$ cat src/design/trpg_pkg.sv
package trpg_pkg;

	// Default geometry of the panel and the line buffer
	localparam int PANEL_WIDTH_DEF = 128;
	localparam int LINE_CHARS_DEF  = 32;

	// Field widths
	localparam int CODE_W  = 8;
	localparam int POS_W   = 5;
	localparam int COLOR_W = 16;
	localparam int LEN_W   = 7;
	localparam int CFG_W   = 8;

	// Font geometry
	localparam int FONT_COUNT  = 48;
	localparam int DOT_COLS    = 5;
	localparam logic [5:0] QMARK_INDEX = 6'd14;

	// Reciprocals scaled by 2**RECIP_SHIFT, rounded up; exact for numerators below 1170
	localparam int RECIP_SHIFT = 13;
	localparam int RECIP_W     = 14;
	localparam int SIX_W       = 11;
	localparam logic [SIX_W-1:0] RECIP_SIX = 11'd1366;

	localparam logic [COLOR_W-1:0] COLOR_BLACK = 16'h0000;

	typedef enum logic {
		KIND_LOAD = 1'b0,
		KIND_TICK = 1'b1
	} item_kind_t;

	typedef enum logic [1:0] {
		CFG_GLYPH_SCALE = 2'd0,
		CFG_BAND_HEIGHT = 2'd1,
		CFG_TEXT_LENGTH = 2'd2,
		CFG_ROW_TONE    = 2'd3
	} cfg_index_t;

	typedef enum logic [1:0] {
		ST_IDLE = 2'd0,
		ST_CALC = 2'd1,
		ST_EMIT = 2'd2
	} ctrl_state_t;

	typedef struct packed {
		logic              kind;
		logic [POS_W-1:0]  char_position;
		logic [CODE_W-1:0] char_code;
	} in_item_t;

	typedef struct packed {
		logic [COLOR_W-1:0] pixel_color;
		logic               band_last;
	} out_item_t;

	// Commands from the controller to the datapath
	typedef struct packed {
		logic tick;  // pixel beat taken: capture stage 1, advance counters
		logic load;  // load beat taken: write the line buffer
		logic calc;  // stage 2: split column, read line buffer
		logic emit;  // stage 3: load the output register
	} trpg_cmd_t;

	localparam logic [CODE_W-1:0] FONT_CHARS [FONT_COUNT] = '{
		8'h20, 8'h2D, 8'h2E, 8'h30, 8'h31, 8'h32, 8'h33, 8'h34,
		8'h35, 8'h36, 8'h37, 8'h38, 8'h39, 8'h3A, 8'h3F, 8'h41,
		8'h42, 8'h43, 8'h44, 8'h45, 8'h46, 8'h47, 8'h48, 8'h49,
		8'h4A, 8'h4B, 8'h4C, 8'h4D, 8'h4E, 8'h4F, 8'h50, 8'h51,
		8'h52, 8'h53, 8'h54, 8'h55, 8'h56, 8'h57, 8'h58, 8'h59,
		8'h5A, 8'h62, 8'h64, 8'h6B, 8'h6D, 8'h70, 8'h73, 8'h7A
	};

	// One byte per dot column, bit 0 at the top row
	localparam logic [7:0] FONT_DOTS [FONT_COUNT][DOT_COLS] = '{
		'{8'h00, 8'h00, 8'h00, 8'h00, 8'h00}, '{8'h08, 8'h08, 8'h08, 8'h08, 8'h08},
		'{8'h00, 8'h00, 8'h60, 8'h60, 8'h00}, '{8'h3E, 8'h51, 8'h49, 8'h45, 8'h3E},
		'{8'h00, 8'h42, 8'h7F, 8'h40, 8'h00}, '{8'h72, 8'h49, 8'h49, 8'h49, 8'h46},
		'{8'h21, 8'h41, 8'h49, 8'h4D, 8'h33}, '{8'h18, 8'h14, 8'h12, 8'h7F, 8'h10},
		'{8'h27, 8'h45, 8'h45, 8'h45, 8'h39}, '{8'h3C, 8'h4A, 8'h49, 8'h49, 8'h31},
		'{8'h41, 8'h21, 8'h11, 8'h09, 8'h07}, '{8'h36, 8'h49, 8'h49, 8'h49, 8'h36},
		'{8'h46, 8'h49, 8'h49, 8'h29, 8'h1E}, '{8'h00, 8'h00, 8'h14, 8'h00, 8'h00},
		'{8'h02, 8'h01, 8'h59, 8'h09, 8'h06}, '{8'h7C, 8'h12, 8'h11, 8'h12, 8'h7C},
		'{8'h7F, 8'h49, 8'h49, 8'h49, 8'h36}, '{8'h3E, 8'h41, 8'h41, 8'h41, 8'h22},
		'{8'h7F, 8'h41, 8'h41, 8'h41, 8'h3E}, '{8'h7F, 8'h49, 8'h49, 8'h49, 8'h41},
		'{8'h7F, 8'h09, 8'h09, 8'h09, 8'h01}, '{8'h3E, 8'h41, 8'h41, 8'h51, 8'h73},
		'{8'h7F, 8'h08, 8'h08, 8'h08, 8'h7F}, '{8'h00, 8'h41, 8'h7F, 8'h41, 8'h00},
		'{8'h20, 8'h40, 8'h41, 8'h3F, 8'h01}, '{8'h7F, 8'h08, 8'h14, 8'h22, 8'h41},
		'{8'h7F, 8'h40, 8'h40, 8'h40, 8'h40}, '{8'h7F, 8'h02, 8'h1C, 8'h02, 8'h7F},
		'{8'h7F, 8'h04, 8'h08, 8'h10, 8'h7F}, '{8'h3E, 8'h41, 8'h41, 8'h41, 8'h3E},
		'{8'h7F, 8'h09, 8'h09, 8'h09, 8'h06}, '{8'h3E, 8'h41, 8'h51, 8'h21, 8'h5E},
		'{8'h7F, 8'h09, 8'h19, 8'h29, 8'h46}, '{8'h26, 8'h49, 8'h49, 8'h49, 8'h32},
		'{8'h03, 8'h01, 8'h7F, 8'h01, 8'h03}, '{8'h3F, 8'h40, 8'h40, 8'h40, 8'h3F},
		'{8'h1F, 8'h20, 8'h40, 8'h20, 8'h1F}, '{8'h3F, 8'h40, 8'h38, 8'h40, 8'h3F},
		'{8'h63, 8'h14, 8'h08, 8'h14, 8'h63}, '{8'h03, 8'h04, 8'h78, 8'h04, 8'h03},
		'{8'h61, 8'h59, 8'h49, 8'h4D, 8'h43}, '{8'h7F, 8'h28, 8'h44, 8'h44, 8'h38},
		'{8'h38, 8'h44, 8'h44, 8'h28, 8'h7F}, '{8'h7F, 8'h10, 8'h28, 8'h44, 8'h00},
		'{8'h7C, 8'h04, 8'h78, 8'h04, 8'h78}, '{8'hFC, 8'h18, 8'h24, 8'h24, 8'h18},
		'{8'h48, 8'h54, 8'h54, 8'h54, 8'h24}, '{8'h44, 8'h64, 8'h54, 8'h4C, 8'h44}
	};

	// Tones: white, cyan, green, yellow, red, grey; unused codes give white
	localparam logic [COLOR_W-1:0] TONE_PALETTE [8] = '{
		16'hFFFF, 16'h07FF, 16'h07E0, 16'hFFE0, 16'hF800, 16'h8410, 16'hFFFF, 16'hFFFF
	};

	// Map a character byte to its glyph, '?' when the byte is not in the font
	function automatic logic [5:0] font_index(input logic [CODE_W-1:0] code);
		logic [5:0] idx;
		idx = QMARK_INDEX;
		for (int i = 0; i < FONT_COUNT; i++) begin
			if (code == FONT_CHARS[i]) begin
				idx = 6'(i);
			end
		end
		return idx;
	endfunction

	// Rounded-up reciprocal of the dot scale
	function automatic logic [RECIP_W-1:0] scale_recip(input logic [2:0] scale);
		logic [RECIP_W-1:0] r;
		case (scale)
			3'd2:    r = 14'd4096;
			3'd3:    r = 14'd2731;
			3'd4:    r = 14'd2048;
			3'd5:    r = 14'd1639;
			3'd6:    r = 14'd1366;
			3'd7:    r = 14'd1171;
			default: r = 14'd8192;
		endcase
		return r;
	endfunction

endpackage

$ cat src/design/trpg_ram.sv
module trpg_ram #(
	parameter int WIDTH = 8,
	parameter int DEPTH = 32
) (
	input  logic                                    clk,
	input  logic                                    we,
	input  logic [((DEPTH > 1) ? $clog2(DEPTH) : 1)-1:0] waddr,
	input  logic [WIDTH-1:0]                        wdata,
	input  logic                                    re,
	input  logic [((DEPTH > 1) ? $clog2(DEPTH) : 1)-1:0] raddr,
	output logic [WIDTH-1:0]                        rdata
);

	logic [WIDTH-1:0] mem [DEPTH];
	logic [WIDTH-1:0] rdata_q;

	// Write port
	always_ff @(posedge clk) begin
		if (we) begin
			mem[waddr] <= wdata;
		end
	end

	// Registered read, held while re is low
	always_ff @(posedge clk) begin
		if (re) begin
			rdata_q <= mem[raddr];
		end
	end

	assign rdata = rdata_q;

endmodule

$ cat src/design/trpg_ctrl.sv
module trpg_ctrl (
	input  logic                clk,
	input  logic                arst_n,
	input  logic                in_valid,
	input  logic                in_kind,
	output logic                in_ready,
	input  logic                out_ready,
	output logic                out_valid,
	output trpg_pkg::trpg_cmd_t cmd
);

	trpg_pkg::ctrl_state_t state_q, state_d;
	logic                  out_valid_q;
	logic                  out_free;

	// Output register may take a new beat when empty or being drained
	assign out_free = !out_valid_q || out_ready;

	always_ff @(posedge clk or negedge arst_n) begin
		if (!arst_n) begin
			state_q <= trpg_pkg::ST_IDLE;
		end else begin
			state_q <= state_d;
		end
	end

	// Next state and commands
	always_comb begin
		state_d  = state_q;
		in_ready = 1'b0;
		cmd      = '0;
		case (state_q)
			trpg_pkg::ST_IDLE: begin
				in_ready = 1'b1;
				if (in_valid) begin
					if (in_kind == trpg_pkg::KIND_TICK) begin
						cmd.tick = 1'b1;
						state_d  = trpg_pkg::ST_CALC;
					end else begin
						cmd.load = 1'b1;
					end
				end
			end
			trpg_pkg::ST_CALC: begin
				cmd.calc = 1'b1;
				state_d  = trpg_pkg::ST_EMIT;
			end
			trpg_pkg::ST_EMIT: begin
				if (out_free) begin
					cmd.emit = 1'b1;
					in_ready = 1'b1;
					state_d  = trpg_pkg::ST_IDLE;
					if (in_valid) begin
						if (in_kind == trpg_pkg::KIND_TICK) begin
							cmd.tick = 1'b1;
							state_d  = trpg_pkg::ST_CALC;
						end else begin
							cmd.load = 1'b1;
						end
					end
				end
			end
			default: begin
				state_d = trpg_pkg::ST_IDLE;
			end
		endcase
	end

	// Output valid: set on emit, drop once taken
	always_ff @(posedge clk or negedge arst_n) begin
		if (!arst_n) begin
			out_valid_q <= 1'b0;
		end else if (cmd.emit) begin
			out_valid_q <= 1'b1;
		end else if (out_ready) begin
			out_valid_q <= 1'b0;
		end
	end

	assign out_valid = out_valid_q;

endmodule

$ cat src/design/trpg_datapath.sv
module trpg_datapath #(
	parameter int PANEL_WIDTH = trpg_pkg::PANEL_WIDTH_DEF,
	parameter int LINE_CHARS  = trpg_pkg::LINE_CHARS_DEF
) (
	input  logic                             clk,
	input  logic                             arst_n,
	input  trpg_pkg::trpg_cmd_t              cmd,
	input  logic                             cfg_valid,
	input  logic [1:0]                       cfg_index,
	input  logic [trpg_pkg::CFG_W-1:0]       cfg_data,
	input  trpg_pkg::in_item_t               in_data,
	output trpg_pkg::out_item_t              out_data
);

	localparam int COL_W = $clog2(PANEL_WIDTH);
	localparam int CI_W  = COL_W - 2;
	localparam int AW    = (LINE_CHARS > 1) ? $clog2(LINE_CHARS) : 1;
	localparam int CMP_W = (CI_W > trpg_pkg::LEN_W) ? CI_W : trpg_pkg::LEN_W;
	localparam int K     = trpg_pkg::RECIP_SHIFT;
	localparam int RP_W  = COL_W + trpg_pkg::RECIP_W;
	localparam int SP_W  = COL_W + trpg_pkg::SIX_W;
	localparam int FP_W  = 6 + trpg_pkg::RECIP_W;

	// Configuration registers
	logic [2:0] scale_q;
	logic [7:0] height_q;
	logic [5:0] length_q;
	logic [2:0] tone_q;

	// Raster counters
	logic [7:0]       row_q;
	logic [COL_W-1:0] col_q;

	// Front end
	logic [2:0]                   scale;
	logic [7:0]                   height;
	logic [5:0]                   glyph_h;
	logic [6:0]                   top;
	logic [1:0]                   left;
	logic [7:0]                   row_w;
	logic [8:0]                   y_end;
	logic                         in_y;
	logic                         in_x;
	logic [5:0]                   ry;
	logic [COL_W-1:0]             rel;
	logic [trpg_pkg::RECIP_W-1:0] recip;
	logic [RP_W-1:0]              rel_prod;
	logic                         col_last;
	logic                         band_last;

	// Stage 1
	logic [COL_W-1:0] q1_s1;
	logic             vis_s1;
	logic [5:0]       ry_s1;
	logic             last_s1;

	// Stage 2
	logic [SP_W-1:0]            ci_prod;
	logic [CI_W-1:0]            ci;
	logic [COL_W-1:0]           fx_full;
	logic [2:0]                 fx;
	logic [trpg_pkg::LEN_W-1:0] len;
	logic                       in_text;
	logic [FP_W-1:0]            fy_prod;
	logic [2:0]                 fy;
	logic                       vis_s2;
	logic [2:0]                 fx_s2;
	logic [2:0]                 fy_s2;
	logic                       last_s2;

	// Stage 3
	logic [trpg_pkg::CODE_W-1:0]  rd_code;
	logic [5:0]                   glyph_idx;
	logic [2:0]                   fx_sel;
	logic [7:0]                   dot_col;
	logic [trpg_pkg::COLOR_W-1:0] color;
	logic                         buf_we;
	trpg_pkg::out_item_t          out_data_q;

	// Configuration writes
	always_ff @(posedge clk or negedge arst_n) begin
		if (!arst_n) begin
			scale_q  <= 3'd3;
			height_q <= 8'd36;
			length_q <= 6'd0;
			tone_q   <= 3'd0;
		end else if (cfg_valid) begin
			case (cfg_index)
				trpg_pkg::CFG_GLYPH_SCALE: scale_q  <= cfg_data[2:0];
				trpg_pkg::CFG_BAND_HEIGHT: height_q <= cfg_data;
				trpg_pkg::CFG_TEXT_LENGTH: length_q <= cfg_data[5:0];
				trpg_pkg::CFG_ROW_TONE:    tone_q   <= cfg_data[2:0];
				default: ;
			endcase
		end
	end

	// Band geometry and position of the pending pixel
	always_comb begin
		scale    = (scale_q == 3'd0) ? 3'd1 : scale_q;
		height   = (height_q == 8'd0) ? 8'd1 : height_q;
		glyph_h  = {scale, 3'b000};
		top      = (height >= {2'b00, glyph_h}) ? 7'((height - {2'b00, glyph_h}) >> 1) : 7'd0;
		left     = (scale == 3'd3) ? 2'd1 : 2'd2;
		row_w    = (row_q >= height) ? 8'd0 : row_q;
		y_end    = {2'b00, top} + {3'b000, glyph_h};
		in_y     = ({1'b0, row_w} >= {2'b00, top}) && ({1'b0, row_w} < y_end);
		ry       = 6'(row_w - {1'b0, top});
		in_x     = col_q >= COL_W'(left);
		rel      = col_q - COL_W'(left);
		recip    = trpg_pkg::scale_recip(scale);
		rel_prod = RP_W'(rel) * RP_W'(recip);
		col_last = col_q == COL_W'(PANEL_WIDTH - 1);
		band_last = col_last && (row_w == height - 8'd1);
	end

	// Advance the raster counters on a pixel beat
	always_ff @(posedge clk or negedge arst_n) begin
		if (!arst_n) begin
			row_q <= 8'd0;
			col_q <= '0;
		end else if (cmd.tick) begin
			if (col_last) begin
				col_q <= '0;
				row_q <= band_last ? 8'd0 : row_w + 8'd1;
			end else begin
				col_q <= col_q + COL_W'(1);
				row_q <= row_w;
			end
		end
	end

	// Stage 1: dot column across the line
	always_ff @(posedge clk) begin
		if (cmd.tick) begin
			q1_s1   <= rel_prod[K+COL_W-1:K];
			vis_s1  <= in_x && in_y;
			ry_s1   <= ry;
			last_s1 <= band_last;
		end
	end

	// Stage 2: character slot, dot column in the cell, dot row
	always_comb begin
		ci_prod = SP_W'(q1_s1) * SP_W'(trpg_pkg::RECIP_SIX);
		ci      = ci_prod[K+CI_W-1:K];
		fx_full = q1_s1 - COL_W'({ci, 2'b00}) - COL_W'({ci, 1'b0});
		fx      = fx_full[2:0];
		len     = ({1'b0, length_q} > trpg_pkg::LEN_W'(LINE_CHARS)) ?
			trpg_pkg::LEN_W'(LINE_CHARS) : {1'b0, length_q};
		in_text = CMP_W'(ci) < CMP_W'(len);
		fy_prod = FP_W'(ry_s1) * FP_W'(recip);
		fy      = fy_prod[K+2:K];
	end

	always_ff @(posedge clk) begin
		if (cmd.calc) begin
			vis_s2  <= vis_s1 && in_text && (fx != 3'(trpg_pkg::DOT_COLS));
			fx_s2   <= fx;
			fy_s2   <= fy;
			last_s2 <= last_s1;
		end
	end

	// Line buffer; loads beyond the last slot are dropped
	assign buf_we = cmd.load &&
		({2'b00, in_data.char_position} < trpg_pkg::LEN_W'(LINE_CHARS));

	trpg_ram #(
		.WIDTH(trpg_pkg::CODE_W),
		.DEPTH(LINE_CHARS)
	) u_line_buf (
		.clk  (clk),
		.we   (buf_we),
		.waddr(AW'(in_data.char_position)),
		.wdata(in_data.char_code),
		.re   (cmd.calc),
		.raddr(AW'(ci)),
		.rdata(rd_code)
	);

	// Stage 3: glyph lookup and colour
	always_comb begin
		glyph_idx = trpg_pkg::font_index(rd_code);
		fx_sel    = (fx_s2 < 3'(trpg_pkg::DOT_COLS)) ? fx_s2 : 3'd0;
		dot_col   = trpg_pkg::FONT_DOTS[glyph_idx][fx_sel];
		color     = (vis_s2 && dot_col[fy_s2]) ? trpg_pkg::TONE_PALETTE[tone_q] :
			trpg_pkg::COLOR_BLACK;
	end

	always_ff @(posedge clk) begin
		if (cmd.emit) begin
			out_data_q.pixel_color <= color;
			out_data_q.band_last   <= last_s2;
		end
	end

	assign out_data = out_data_q;

endmodule

$ cat src/design/text_row_pixel_generator.sv
// Text band pixel generator: draws one band of 5x8 text on an RGB565 panel.
// Input channel (in_valid/in_ready/in_data): a load beat writes char_code
// into line buffer slot char_position and gives no result; a tick beat
// asks for the next pixel in raster order, column fastest.
// Output channel (out_valid/out_ready/out_data): one beat per tick with the
// pixel colour; band_last marks the final pixel, then the raster restarts.
// Configuration channel (cfg_valid/cfg_ready/cfg_index/cfg_data): scale,
// band height, text length and tone; always ready; write only while idle (not enforced by the block).
// Path: a tick fills stage 1, then stage 2, then the output register once it is free.
// Loads: one per cycle while in_ready is high. A pixel walks
// three steps (column split by reciprocal multiply, line buffer read with
// its registered port, glyph lookup); the next tick is taken in the third.
// Stalls: the output register holds its beat while out_ready is low; one
// further pixel waits finished in the datapath, then in_ready drops.
// Reset: scale 3, height 36, no text, white tone, raster at row 0, column 0;
// the line buffer holds nothing until written.
module text_row_pixel_generator #(
	parameter int PANEL_WIDTH = trpg_pkg::PANEL_WIDTH_DEF,
	parameter int LINE_CHARS  = trpg_pkg::LINE_CHARS_DEF
) (
	input  logic                       clk,
	input  logic                       arst_n,
	input  logic                       in_valid,
	output logic                       in_ready,
	input  trpg_pkg::in_item_t         in_data,
	output logic                       out_valid,
	input  logic                       out_ready,
	output trpg_pkg::out_item_t        out_data,
	input  logic                       cfg_valid,
	output logic                       cfg_ready,
	input  logic [1:0]                 cfg_index,
	input  logic [trpg_pkg::CFG_W-1:0] cfg_data
);

	trpg_pkg::trpg_cmd_t cmd;

	// Registers are always writable
	assign cfg_ready = 1'b1;

	trpg_ctrl u_ctrl (
		.clk      (clk),
		.arst_n   (arst_n),
		.in_valid (in_valid),
		.in_kind  (in_data.kind),
		.in_ready (in_ready),
		.out_ready(out_ready),
		.out_valid(out_valid),
		.cmd      (cmd)
	);

	trpg_datapath #(
		.PANEL_WIDTH(PANEL_WIDTH),
		.LINE_CHARS (LINE_CHARS)
	) u_datapath (
		.clk      (clk),
		.arst_n   (arst_n),
		.cmd      (cmd),
		.cfg_valid(cfg_valid),
		.cfg_index(cfg_index),
		.cfg_data (cfg_data),
		.in_data  (in_data),
		.out_data (out_data)
	);

endmodule

$ cat config.mk
export PLATFORM = sky130hd
export DESIGN_NAME = text_row_pixel_generator
export DESIGN_NICKNAME = d
export VERILOG_FILES = /design/src/design/trpg_pkg.sv /design/src/design/trpg_ram.sv /design/src/design/trpg_ctrl.sv /design/src/design/trpg_datapath.sv /design/src/design/text_row_pixel_generator.sv
export SDC_FILE = /design/constraint.sdc
export NUM_CORES = 1
export LEC_CHECK = 0
export BUFFER_PORTS_ARGS = -buffer_cell sky130_fd_sc_hd__buf_2
export CAP_MARGIN = 5
export CORE_ASPECT_RATIO = 1.5
export CORE_MARGIN = 2
export CORE_UTILIZATION = 65
export CTS_CLUSTER_DIAMETER = 150
export DETAILED_ROUTE_END_ITERATION = 10
export PLACE_DENSITY = 0.82
export SKIP_LAST_GASP = 1
export SYNTH_ARGS = -nofsm -noshare
export SYNTH_HDL_FRONTEND = slang
export SYNTH_SLANG_ARGS = --single-unit
$ cat constraint.sdc
create_clock -name clk -period 12.5 [get_ports clk]
set_input_delay 1.25 -clock clk [delete_from_list [all_inputs] [get_ports clk]]
set_output_delay 1.25 -clock clk [all_outputs]
set_load 0.005 [all_outputs]
==> results of run 1 <==
cell type report:
class | count | area [um2]
clock buffers | 35 | 791
clock inverters | 20 | 186
fillers | 3071 | 12600
inverters | 188 | 711
multi-input cells | 1845 | 15000
flip-flops and latches | 332 | 9780
well taps | 506 | 633
repair buffers | 70 | 420
cells in the final DEF, fill, tap and decap left out, drive strengths merged, types with 40 or more instances in the layout:
cell type and count:
a221oi 391, a21oi 72, ha 145, nor2 265
fa 114, edfxtp 294, xnor2 43, nor2b 53
o21ai 57, inv 191, buf 70, nand2 192
nand3 40
stage by stage:
| stage | hold slack (ps) | instances |
|---|---|---|
| global placement | 476 | 2941 |
| global route | 490 | 2996 |
| detailed placement | 465 | 2941 |
| CTS | 482 | 2996 |
| finish | 484 | 2996 |
| floorplan | 400 | 2589 |
path summary, 6_finish.rpt:
| check | end | cells after the start |
|---|---|---|
| min in group asynchronous | u_datapath.height_q[6]$_DFFE_PN0P_ | 1 |
| worst min register to register | u_datapath.last_s2$_DFFE_PN_ | 0 |
| worst max register to register | u_datapath.q1_s1[6]$_DFFE_PP_ | 24 |
| max in group asynchronous | u_ctrl.out_valid$_DFFE_PN0P_ | 1 |
| worst max-delay path | u_datapath.q1_s1[6]$_DFFE_PP_ | 24 |
| worst min-delay path | u_datapath.last_s2$_DFFE_PN_ | 0 |
metal layers:
layer  part of all wire [%]  GRT usage (%)  vias up
li1                       -              -     9704
met1                     35           41.2    10900
met2                     51           62.2     1309
met3                    7.7           4.19      284
met4                    6.4           19.5        2
met5                  0.013              0        -
critical path: stages (launching register included):
cell and delay, ps:
dfstp_2 690, nand2_1 180, nor2_1 750, ha_1 340, inv_1 90, fa_1 480
nor3_1 210, xor2_1 850, nand2_1 270, fa_1 500, fa_1 490, inv_1 50
fa_1 500, fa_1 420, ha_1 300, a21o_1 150, a21oi_1 140, nor2b_1 60
o21ai_0 170, nand2b_1 140, or3_1 340, o211ai_1 220, nand3b_1 160, a21oi_1 200
xnor2_1 90
state kept, by name, indices dropped and copies added, names as in the netlist:
| register | flops |
|---|---|
| u_datapath.row_q | 8 |
| u_datapath.vis_s2 | 1 |
| u_datapath.fx_s2 | 3 |
| u_datapath.u_line_buf.mem | 256 |
| u_datapath.fy_s2 | 3 |
| u_datapath.scale_q | 3 |
| u_ctrl.state_q | 2 |
| u_datapath.length_q | 6 |
| u_datapath.vis_s1 | 1 |
| u_datapath.last_s1 | 1 |
| u_datapath.ry_s1 | 6 |
| u_ctrl.out_valid | 1 |
| u_datapath.out_data | 7 |
| u_datapath.last_s2 | 1 |
| u_datapath.col_q | 7 |
| u_datapath.q1_s1 | 7 |
| u_datapath.height_q | 8 |
| u_datapath.tone_q | 3 |
| u_datapath.u_line_buf.rdata | 8 |
logic make-up (layout without fill, tap and decap cells):
family	after synthesis	after routing
AO/OA/AOI/OAI	716	716
XOR/XNOR	59	59
adder cells (fa/ha/maj)	259	259
buffers and inverters	412	313
flip-flops	332	332
multiplexers	55	55
other	1	1
AND/OR/NAND/NOR	755	755
==> metrics, run 1 <==
status finished clean; clk sink count 332; synthesized flop and latch total 332; Clock Path Buffers 3; CTS tree yes; starting density of the core 65.7%; via count 22200; clock skew 20.0 ps; area grow syn2layout 4.35%; Post-synth EDFFs 294; most common cell in the netlist a221oi_1; post-synthesis cell count 2589; type of the worst min-delay path reg2reg; Crit Path Max Fanout 19; crit path DAT 8410 ps; syn_nets 2877; worst slew pin tran 1190 ps; area leader, netlist edfxtp_1; DRC 0; critical path launch point type flop; drt pass-1 iters 8; Place WS 4550 ps; antenna-violating nets left 0; # port buffers 47; final number of max-transition violations 0; cts bufs inserted 31; Post-Synth Adder-Cell Area 15.5%; worst setup path start u_datapath.scale_q[1]$_DFFE_PN1P_; final core utilization 68.6%; critical setup path kind reg2reg; Crit path required time 12830 ps; flop-to-flop setup slack 4420 ps; post-DP HPWL 50.7 mm; post-synthesis sequential area ratio 37.0%; slew margin rel. 20.6%; WL per Instance 25.0 um; Die Y-Extent 251 um; Tot GR Track Use 35.0%; CTS-repair resized insts 0; post-synthesis mux area share 3.73%; DR vias/cell 7.41; Post-Route WL 74.8 mm; post-synthesis compound-gate area fraction 21.6%; Synth Area in XOR/XNOR 1.96%; RR Startpoint u_datapath.scale_q[1]$_DFFE_PN1P_; Commonest cells post-synth a221oi_1 (391), edfxtp_1 (294), nor2_1 (265); first-iteration detailed-routing DRC count 2747; io pins 49; Die ar. 0.0423 mm2; Synth area leaders edfxtp_1 (33%), a221oi_1 (13%), fa_1 (8.6%); final worst setup slack 4420 ps; largest net degree at the start of global routing 257; synthesized area 0.0264 mm2; CP endpoint kind flop; ys async rst share 11.4%; H-tree Lvls 1; number of buffers added for setup after CTS 0; vias in the first global route 21800; Yosys warnings 0; hold_sp u_datapath.last_s1$_DFFE_PP_; gpl congestion 0.970; Main synth FF type edfxtp_1; final worst path period need 8080 ps; Root Buffer clkbuf_16; Max-Cap Viols 0; Final setup violation count 0; post-synth cell types 99; Mean Syn Cell Area 10.2 um2; placement-stage cell area 0.0266 mm2; die width 169 um; main combinational cell family by area after synthesis compound AO/OA/AOI/OAI gates; ant diodes 0; Worst-Skew Late Latency 590 ps; standard-cell rows 90; global-route wire length before repair 118 mm; Post-CTS Hold Buffers 0; grt ovf 0; share of cells above drive strength 1 8.51%; Clock transition at path regs 70 ps; Final Cell Area 0.0276 mm2; Setup TNS Final 0 ps; Max Fclk 124 MHz; core box area 0.0402 mm2; initial antenna violation count 1; simple-gate share of the synthesized area 13.8%; Yosys top cell area share 33.4%; nets@finish 2756; period utilisation layout 64.7%; RSZ-0062 raised after global routing false; Final Hold Fails 0
Power of run 1 is left out: the tool's default activity adds up to more than one toggle a clock period on the data nets, which glitch-free logic cannot reach.
==> run 2, diff against run 1 <==
Clock period 12.5 ns to 8.3 ns, I/O delays scaled along.
==> run 2 against run 1 <==
Sequential cell count stayed put. Final area up 0.56%. Count of clock-buffer cells in the layout increased by 1. Clock skew grew 4.9 ps. First-iteration DRC count is 1.6% higher.
==> metrics, run 2 (synthesis gave the netlist of run 1 again) <==
r2r worst-path depth 25; share of cells above drive strength 1 9.00%; DR vias/cell 7.41; number of buffers added for setup after CTS 0; first-iteration detailed-routing DRC count 2792; crit path DAT 7830 ps; Final Hold Fails 0; CP endpoint kind flop; clk sink count 332; vias in the first global route 22000; RSZ-0062 raised after global routing false; Root Buffer clkbuf_16; Max-Cap Viols 0; Setup TNS Final 0 ps; die width 169 um; commonest non-fill, non-tap cell in the layout a221oi_1; Crit Path Max Fanout 18; Post-Route WL 75.2 mm; slew margin rel. 22.3%; clock skew 24.8 ps; critical setup path kind reg2reg; Largest Register u_datapath.u_line_buf.mem; most frequent cells in the layout a221oi_1 (391), edfxtp_1 (294), nor2_1 (262), nand2_1 (191), inv_1 (186); critical path launch point type flop; standard-cell rows 90; period utilisation layout 90.2%; CTS tree yes; post-DP HPWL 51.0 mm; Clock transition at path regs 80 ps; type of the worst min-delay path in2async; Crit path required time 8650 ps; nets@finish 2766; io pins 49; cts bufs inserted 31; Worst-Skew Late Latency 600 ps; core box area 0.0402 mm2; # port buffers 47; via count 22300; Clock Path Buffers 3; antenna-violating nets left 0; status finished clean; Post-CTS Hold Buffers 0; gpl congestion 0.970; global-route wire length before repair 118 mm; Final setup violation count 0; starting density of the core 65.7%; Die ar. 0.0423 mm2; final worst path period need 7480 ps; largest net degree at the start of global routing 257; worst slew pin tran 1170 ps; final number of max-transition violations 0; WL per Instance 25.0 um; Die Y-Extent 251 um; grt ovf 0; DRC 0; Max Fclk 134 MHz; drt pass-1 iters 6; Tot GR Track Use 35.0%; CTS-repair resized insts 0; max reg flops 256; H-tree Lvls 1; initial antenna violation count 1; area grow syn2layout 4.93%
-- run 2: worst paths after layout --
check                      slack [ps]                               end                               from
setup / recovery                  820     u_datapath.q1_s1[6]$_DFFE_PP_  u_datapath.scale_q[0]$_DFFE_PN1P_
hold / removal                    370   u_datapath.col_q[5]$_DFFE_PN0P_                             arst_n
min in group clk                  440  u_datapath.out_data[0]$_DFFE_PP_       u_datapath.last_s2$_DFFE_PN_
setup reg to reg                  820     u_datapath.q1_s1[6]$_DFFE_PP_  u_datapath.scale_q[0]$_DFFE_PN1P_
max in group asynchronous        7330      u_ctrl.out_valid$_DFFE_PN0P_                             arst_n
hold reg to reg                   440  u_datapath.out_data[0]$_DFFE_PP_       u_datapath.last_s2$_DFFE_PN_
-- run 2: metrics by stage --
stage	hold slack [ps]	setup WS [ps]	utilization (%)	instances	cell area, um2
3_5_place_dp	413	856	66.4	2951	26700
2_1_floorplan	400	1520	-	2589	26400
5_1_grt	459	406	69.0	3007	27700
4_1_cts	400	865	69.0	3007	27700
6_report	372	817	69.0	3008	27700
3_3_place_gp	411	967	66.4	2951	26700
-- run 2: layout make-up --
type	instances	area (um2)
repair buffers	80	533
well taps	506	633
inverters	188	711
clock buffers	36	795
diodes	1	2.50
flip-flops and latches	332	9780
multi-input cells	1845	15000
clock inverters	20	221
fillers	2937	12500
-- run 2: per-layer routing --
layer / track usage, % / part of all wire (%)
met5: 0 / 0.017
met4: 21.2 / 6.6
met3: 4.12 / 7.0
met1: 40.7 / 35
met2: 62.0 / 51
-- run 2: worst max-delay path: stages (launching register included) --
cell	delay, ps
dfstp_2	740
nand2_1	200
nor2_1	130
buf_4	210
ha_1	190
inv_1	80
fa_1	480
nor3_1	200
xor2_1	750
nand2_1	270
fa_1	510
fa_1	490
inv_1	50
fa_1	490
fa_1	420
ha_1	300
a21o_1	160
a21oi_1	130
nor2b_1	50
o21ai_0	150
nand2b_1	170
or3_1	370
o211ai_1	260
nand3b_1	170
a21oi_1	210
xnor2_1	90
Power of run 2 is left out for the same reason.
